### config.mk
export PLATFORM = sky130hd
export DESIGN_NAME = stsr_max_tree
export DESIGN_NICKNAME = d
export VERILOG_FILES = /design/src/rtl/stsr_pkg.sv /design/src/rtl/stsr_max_tree.sv
export SDC_FILE = /design/constraint.sdc
export NUM_CORES = 1
export LEC_CHECK = 0
export ABC_CLOCK_PERIOD_IN_PS = 4700
export CELL_PAD_IN_SITES_DETAIL_PLACEMENT = 1
export CELL_PAD_IN_SITES_GLOBAL_PLACEMENT = 2
export CORE_UTILIZATION = 35
export CTS_CLUSTER_SIZE = 24
export DETAILED_ROUTE_END_ITERATION = 8
export DONT_BUFFER_PORTS = 1
export GPL_TIMING_DRIVEN = 1
export PLACE_DENSITY = 0.68
export SYNTH_ARGS = -nofsm -noshare
export SYNTH_HDL_FRONTEND = slang
export SYNTH_SLANG_ARGS = --single-unit
export TNS_END_PERCENT = 1
### constraint.sdc
create_clock -name clk -period 4.7 [get_ports clk]
set_input_delay 0.94 -clock clk [delete_from_list [all_inputs] [get_ports clk]]
set_output_delay 0.94 -clock clk [all_outputs]
set_load 0.1 [all_outputs]
### src/rtl/stsr_pkg.sv
// Shared types, constants and helpers for the sorted table block.
// Used by every module in rtl/; depends on nothing.
package stsr_pkg;

	localparam int TABLE_ENTRIES = 32;
	localparam int CNT_W         = $clog2(TABLE_ENTRIES + 1);
	localparam int TREE_LVLS     = $clog2(TABLE_ENTRIES);
	localparam int TREE_LEAVES   = 1 << TREE_LVLS;
	localparam int WAIT_W        = $clog2(TREE_LVLS) + 1;

	localparam int KEY_W    = 64;
	localparam int PRICE_W  = 17;
	localparam int POS_W    = 5;
	localparam int STATUS_W = 3;
	localparam int COUNT_W  = 6;
	localparam int KIND_W   = 2;

	typedef logic [KEY_W-1:0]    key_t;
	typedef logic [PRICE_W-1:0]  price_t;
	typedef logic [POS_W-1:0]    pos_t;
	typedef logic [STATUS_W-1:0] status_t;
	typedef logic [COUNT_W-1:0]  count_t;
	typedef logic [KIND_W-1:0]   kind_t;
	typedef logic [CNT_W-1:0]    cnt_t;
	typedef logic [WAIT_W-1:0]   wait_t;

	localparam kind_t KIND_INSERT = 2'd0;
	localparam kind_t KIND_REMOVE = 2'd1;
	localparam kind_t KIND_READ   = 2'd2;

	localparam status_t STATUS_DONE      = 3'd0;
	localparam status_t STATUS_FULL      = 3'd1;
	localparam status_t STATUS_DUPLICATE = 3'd2;
	localparam status_t STATUS_NOT_FOUND = 3'd3;
	localparam status_t STATUS_RANGE     = 3'd4;

	localparam price_t PRICE_MIN = 17'd900;
	localparam price_t PRICE_MAX = 17'd99900;

	typedef struct packed {
		kind_t  kind;
		key_t   key;
		price_t price_cents;
		pos_t   read_index;
	} req_t;

	typedef struct packed {
		status_t status;
		pos_t    position;
		count_t  entry_count;
		price_t  highest_price;
		key_t    entry_key;
		price_t  entry_price;
	} rsp_t;

	// Command broadcast to every cell of the row.
	typedef struct packed {
		logic   ins_en;
		logic   rem_en;
		key_t   key;
		price_t price;
	} cell_cmd_t;

	typedef enum logic [1:0] {
		S_IDLE,
		S_EXEC,
		S_WAIT,
		S_FIN
	} state_t;

	function automatic price_t clamp_price(input price_t p);
		price_t r;
		if (p < PRICE_MIN) begin
			r = PRICE_MIN;
		end else if (p > PRICE_MAX) begin
			r = PRICE_MAX;
		end else begin
			r = p;
		end
		return r;
	endfunction

endpackage

### src/rtl/stsr_max_tree.sv
// Registered binary max tree over the cell prices, one register level per stage.
// Depends on stsr_pkg.
module stsr_max_tree (
	input  logic             clk,
	input  stsr_pkg::price_t leaf [stsr_pkg::TABLE_ENTRIES],
	output stsr_pkg::price_t root
);

	stsr_pkg::price_t node_q [1:stsr_pkg::TREE_LEAVES-1];

	for (genvar j = 1; j < stsr_pkg::TREE_LEAVES; j++) begin : g_node
		stsr_pkg::price_t a;
		stsr_pkg::price_t b;
		if (2 * j >= stsr_pkg::TREE_LEAVES) begin : g_leaf
			if (2 * j - stsr_pkg::TREE_LEAVES < stsr_pkg::TABLE_ENTRIES) begin : g_a
				assign a = leaf[2 * j - stsr_pkg::TREE_LEAVES];
			end else begin : g_a0
				assign a = '0;
			end
			if (2 * j + 1 - stsr_pkg::TREE_LEAVES < stsr_pkg::TABLE_ENTRIES) begin : g_b
				assign b = leaf[2 * j + 1 - stsr_pkg::TREE_LEAVES];
			end else begin : g_b0
				assign b = '0;
			end
		end else begin : g_inner
			assign a = node_q[2 * j];
			assign b = node_q[2 * j + 1];
		end
		always_ff @(posedge clk) begin
			node_q[j] <= (a > b) ? a : b;
		end
	end

	assign root = node_q[1];

endmodule

==> metrics.md, run 1 <==
| Metric | Value |
|---|---|
| Ys async rst share | `0%` |
| Max Slew Vio Count | `0` |
| Synthesis-stage register bit count | `527` |
| Post-route setup TNS | `0 ns` |
| Via-to-Cell Ratio | `5.01` |
| Routed via count | `21,100` |
| Core area | `85,400 um2` |
| Row count | `107` |
| Final wirelength | `85,600 um` |
| Largest net degree at the start of global routing | `18` |
| WP data arrival | `3.41 ns` |
| Yosys Warn Count | `0` |
| Syn Inst Count | `2,963` |
| Clock Pin Slew Worst Setup and Hold Paths | `0.06 ns` |
| # port buffers | `0` |
| Crit-path max FO | `17` |
| Pre-CTS setup slack | `1.23 ns` |
| Final WS setup | `1.75 ns` |
| Biggest regs | `node_q: 527 flops` |
| Grt total ovfl | `0` |
| Max stage delay on crit path | `0.87 ns` |
| RSZ-0062 raised after global routing | `false` |
| Tot GR Track Use | `19.2%` |
| Most flop-heavy register | `node_q` |
| Clk sinks | `527` |
| # Max-Cap Violations | `0` |
| Worst slew pin tran | `1.19 ns` |
| Hold Violations, Final | `0` |
| CP Capture Type | `flop` |
| Final Setup Violations | `0` |
| Clock Tree Root | `clkbuf_16` |
| Clk_lat worst skew | `0.59 ns` |
| Post-layout min period | `2.95 ns` |
| CTS buffer count | `66` |
| Critical path type | `flop to flop` |
| Cell count after placement | `4,085` |
| Antenna cell count | `0` |
| Synth Cell Area | `30,300 um2` |
| Worst-case clock buffer depth | `3` |
| Post-cts sizing count | `0` |
| Top-area cell type share of the netlist area | `34.9%` |
| Max-Slew Margin vs Limit | `20.2%` |
| CP cell instances | `inv_1, ha_1, nand4_1, nor4_2, a221oi_1, a32oi_2, mux2_2` |
| Layout Nets | `4,081` |
| PwrDens | `534 nW/um2` |
| Final period utilization | `62.7%` |
| # DRC | `0` |
| Area leader, netlist | `dfxtp_1` |
| Cts hold-fix bufs | `0` |
| Die ar. | `87,700 um2` |
| Worst VDD drop | `0.000269 V` |
| First-pass GRT wire length | `130,000 um` |
| Setup Buffers After CTS | `0` |
| RD Place Congestion | `0.857` |
| Area Growth Syn to Fin | `11.6%` |
| DRT Pass-1 Iters | `4` |
| Initial drt markers | `419` |
| Layout fillers | `9,603` |
| Post-DP HPWL | `72,500 um` |
| # IOs | `562` |
| CTS tree | `yes` |
| Die width | `296 um` |
| Initial antenna violation count | `1` |
| Net count after synthesis | `4,035` |
| Ys flop type | `dfxtp_1` |
| Vias in the first global route | `23,700` |
| Post-DRT Antenna Nets | `0` |
| Status | `complete, no violations` |
| Clock skew | `0.0156 ns` |
| Slowest-stage cell, CP | `a32oi_2` |
| HP Class | `primary input to flop` |
| Seq/Total Area, Yosys | `34.9%` |
| Leakage Power | `0.0162 uW` |
| H-tree levels | `3` |
| Yosys cell types | `44` |
| Number of enable flip-flop cells after synthesis | `0` |
| Fmax | `339 MHz` |
| Mapped Avg Cell Area | `10.2 um2` |
| Critical Path RT | `5.16 ns` |
| Initial core utilization | `35.4%` |
| Per-cell routed wire length | `20.4 um` |
| Die Y | `296 um` |
| Element type at the critical path start | `flop` |
| Layout Cells excl Fill | `4,206` |
| Main area contributors after synthesis | `dfxtp_1 35%, ha_1 22%, mux2_2 18%` |
| Share of layout cells above drive strength 1 | `22.1%` |
| Largest register FFs | `527` |
## path summary, 6_finish.rpt
check                       from             end  slack [ns]  depth (start not counted)
setup reg to reg  node_q[1][267]  node_q[0][268]        1.75                          7
hold / removal         leaf[298]  node_q[1][128]        0.48                          1
setup / recovery  node_q[1][267]  node_q[0][268]        1.75                          7
hold reg to reg   node_q[1][257]  node_q[0][257]        0.49                          1
## placed cells by master (no fill, tap or decap), types with 19 or more instances in the layout
master	synthesis	final
nand3_1	50	50
a21oi_1	180	180
nand4_1	81	81
nor2_1	53	53
and4_1	20	20
mux2_1	20	20
o21ai_0	88	88
mux2_2	497	497
nand2_1	121	121
ha_1	527	527
inv_1	561	561
a211oi_1	33	33
clkinv_2	0	19
a221oi_1	27	27
dfxtp_1	527	527
a21o_1	27	27
clkbuf_16	0	71
## area by class of cell
cell class	instances	area, um2	share of cell area, %
timing repair buffer	9	67.6	0.200
sequential	527	10600	31.2
tap	1144	1430	4.24
clock buffer	89	1930	5.73
multi-input combinational	1844	17300	51.3
clock inverter	32	375	1.11
inverter	561	2110	6.23
## power by group
part           internal (uW)  leakage [uW]  switching, uW
Clock                   3330       0.00115           1980
Sequential              5660       0.00445           1470
Combinational           2870        0.0106           2730
Total                  11900        0.0162           6180
## per-layer routing
metal / global-route usage (%) / wire, um / vias up
met5: 0 / 0 / -
met4: 6.41 / 2540 / 0
met3: 4.93 / 5310 / 143
met2: 35.7 / 43900 / 430
met1: 21.0 / 33900 / 10100
li1: - / - / 10500
## cells by family after synthesis
group | after synthesis | share of synthesized area (%)
buffers and inverters | 592 | 7.97
muxes | 527 | 19.7
adders and majority gates | 527 | 21.8
DFF | 527 | 34.9
AOI/OAI and AO/OA | 416 | 8.97
and+or+nand+nor | 374 | 6.69
## cells in the mapped netlist, drive strengths merged (3+ instances only)
cell and n:
a2111oi 3, a211oi 33, a21o 27, a21oi 180, a221oi 27, a32oi 10, and4 20, buf 31
dfxtp 527, ha 527, inv 561, mux2 527, nand2 121, nand2b 12, nand3 50, nand3b 3
nand4 91, nor2 53, nor3 7, nor4 12, o21ai 98, o21bai 15, o221ai 3, o22ai 4
o31ai 3, o41ai 8
## through the flow
step / total power, uW / hold slack, ns / utilization (%) / instance area [um2]
finish: 18000 / 0.475 / 39.5 / 33800
detailed placement: 12900 / 0.476 / 36.8 / 31500
CTS: 18400 / 0.432 / 39.5 / 33800
floorplan: 11100 / 0.456 / - / 30300
global placement: 12600 / 0.473 / 36.8 / 31500
global route: 19300 / 0.453 / 39.5 / 33800
## critical path: cells and delay by family (launching register included)
family	cells	cell delay, ns
mux	1	0.45
flops	1	0.37
fa+ha+maj	1	0.31
compound gates	2	1.03
buf+inv	1	0.06
simple gates	2	0.60
Note: power is estimated with default switching activity, not from simulation.
==> run 2: changes to the inputs <==
ABC_CLOCK_PERIOD_IN_PS = 2600   (was 4700)
PLACE_DENSITY = 0.71   (was 0.68)
clock period = 2.6 ns   (was 4.7 ns; I/O delays follow)
==> run 2 against run 1 <==
The run now ends with negative setup slack left; clock-buffer cell count shrank 15; non-clock buffer count grew 204; combinational power grew 120%; via count grew 4.7%; maximum frequency grew 12%; first-iteration DRC count grew 10%; flip-flop and latch count is the same.
==> metrics.md, run 2 (synthesis gave the netlist of run 1 again) <==
| Metric | Value |
|---|---|
| Status | `finished with violations` |
| Failing checks | `negative setup slack` |
| Global route hottest layer | `met2` |
| Setup Buffers After CTS | `0` |
| Biggest regs | `node_q: 527 flops` |
| Reg2reg start | `node_q[1][190]` |
| # IOs | `562` |
| Critical path type | `flop to flop` |
| Via-to-Cell Ratio | `5.01` |
| Reg2Reg Setup Slack | `-0.02 ns` |
| Final wirelength | `87,800 um` |
| Critical Path RT | `3.09 ns` |
| Internal power | `21,800 uW` |
| Reg2reg path depth | `5` |
| Post-layout min period | `2.62 ns` |
| Layout Nets | `4,280` |
| Switching share of power | `34.4%` |
| Seq pwr share | `35.5%` |
| Comb power frac | `37.3%` |
| WP data arrival | `3.11 ns` |
| Final WS setup | `-0.0249 ns` |
| Max Slew Vio Count | `0` |
| Clock skew | `0.0237 ns` |
| Vias in the first global route | `25,100` |
| CP Capture Type | `flop` |
| Per-cell routed wire length | `20.0 um` |
| CTS tree | `yes` |
| Final period utilization | `101%` |
| Leakage Power | `0.0172 uW` |
| Largest net degree at the start of global routing | `18` |
| Met3 global-route usage | `3.80%` |
| Core area | `85,400 um2` |
| Post-DRT Antenna Nets | `0` |
| Clock Tree Root | `clkbuf_16` |
| Die ar. | `87,700 um2` |
| Clk_lat worst skew | `0.62 ns` |
| First-pass GRT wire length | `134,000 um` |
| Layout Cells excl Fill | `4,402` |
| Total power after layout | `33,200 uW` |
| Hold_sp | `leaf[303]` |
| H-tree levels | `2` |
| HP Class | `primary input to flop` |
| # port buffers | `0` |
| Fmax | `381 MHz` |
| Area Growth Syn to Fin | `18.1%` |
| Final Setup Violations | `14` |
| Die Y | `296 um` |
| Routed via count | `22,100` |
| Worst VDD drop | `0.000588 V` |
| DRT Pass-1 Iters | `4` |
| Hold Path Depth | `1` |
| Most frequent cells in the layout | `561 x inv_1, 527 x ha_1, 527 x dfxtp_1` |
| Hold Violations, Final | `0` |
| Worst slew pin tran | `1.22 ns` |
| Die width | `296 um` |
| Commonest non-fill, non-tap cell in the layout | `inv_1` |
| Cell count after placement | `4,149` |
| Row count | `107` |
| Share of layout cells above drive strength 1 | `22.7%` |
| Max-Slew Margin vs Limit | `18.5%` |
| Largest register FFs | `527` |
| Worst hold margin | `0.0472 ns` |
| Post-DP HPWL | `72,900 um` |
| PwrDens | `928 nW/um2` |
| Initial drt markers | `462` |
| RSZ-0062 raised after global routing | `true` |
| RD Place Congestion | `0.858` |
| Clk pwr share | `27.2%` |
| Clock Pin Slew Worst Setup and Hold Paths | `0.07 ns` |
| Met2 GRT Util | `38.2%` |
| Most flop-heavy register | `node_q` |
| Element type at the critical path start | `flop` |
| R2r endpoint | `node_q[0][237]` |
| Tot GR Track Use | `19.6%` |
| Net switching power figure | `11,400 uW` |
| Hold EP | `node_q[1][133]` |
| Initial core utilization | `35.4%` |
| GR Layer Usage met1 | `20.7%` |
| Antenna cell count | `0` |
| CTS buffer count | `61` |
| # DRC | `0` |
| Clk sinks | `527` |
| Crit-path max FO | `17` |
| # Max-Cap Violations | `0` |
| Grt total ovfl | `0` |
| Worst-case clock buffer depth | `3` |
| Initial antenna violation count | `1` |
==> run 2: cell count changes in the layout (fill, tap and decap cells not counted), moves of 3 or more <==
cell	before	now
clkbuf_16	71	61
inv_6	1	4
o41ai_4	2	8
clkbuf_1	9	6
o41ai_2	6	0
dlygate4sd3_1	0	140
buf_4	9	59
buf_12	0	12
clkinv_2	19	16
==> run 2: metrics by stage <==
| stage | setup slack [ns] | instance area [um2] | TNS (ns) | utilization, % |
|---|---|---|---|---|
| finish | -0.0249 | 35700 | -0.188 | 41.8 |
| global route | -0.169 | 35700 | -2.61 | 41.8 |
| CTS | -0.0433 | 35700 | -0.481 | 41.8 |
| detailed placement | -0.245 | 32100 | -10.52 | 37.6 |
| global placement | -0.184 | 32100 | -4.60 | 37.6 |
| floorplan | 0.0867 | 30300 | 0 | - |
==> run 2: how the worst max path moves through the flow <==
stage / startpoint / end / slack, ns / cells after the start
2_1_floorplan: leaf[280] / node_q[1][125] / 0.09 / 9
6_report: node_q[1][190] / node_q[0][237] / -0.02 / 5
3_3_place_gp: node_q[0][101] / node_q[0][36] / -0.18 / 7
3_5_place_dp: node_q[0][99] / node_q[0][40] / -0.25 / 7
4_1_cts: node_q[1][202] / node_q[0][221] / -0.04 / 6
5_1_grt: node_q[1][190] / node_q[0][237] / -0.17 / 5
==> run 2: area by class of cell <==
type / count / area, um2
sequential: 527 / 10600
tap: 1144 / 1430
multi-input combinational: 1844 / 17400
clock buffer: 74 / 1650
clock inverter: 39 / 490
fill: 9606 / 49700
inverter: 561 / 2110
timing repair buffer: 213 / 2110
==> run 2: timing repair <==
action	4_1_cts	5_1_grt
hold endpoints to repair	76	0
pin swaps	0	4
hold buffers	140	0
gates resized for setup	3	11
setup endpoints to repair	47	77
gates cloned	0	0
==> run 2: critical path, stage by stage, from the launching register on <==
cell and delay (ns):
dfxtp_1 0.37, inv_1 0.06, ha_1 0.30, nand4_1 0.21, o41ai_4 1.11, mux2_2 0.43
==> run 2: layer usage <==
| layer | part of all wire (%) | vias to the layer above | wire length [um] |
|---|---|---|---|
| li1 | - | 10900 | - |
| met1 | 39 | 10600 | 34000 |
| met2 | 53 | 460 | 47000 |
| met3 | 4.8 | 165 | 4180 |
| met4 | 3.1 | 2 | 2700 |
| met5 | 0.0080 | - | 7 |
==> run 2: power groups by stage <==
stage | Combinational (uW) | Clock (uW) | Sequential [uW]
2_1_floorplan | 7930 | 0 | 12100
3_3_place_gp | 11600 | 0 | 11900
3_5_place_dp | 12100 | 0 | 12000
4_1_cts | 12500 | 9330 | 11800
5_1_grt | 13700 | 9670 | 12000
6_report | 12400 | 9020 | 11800
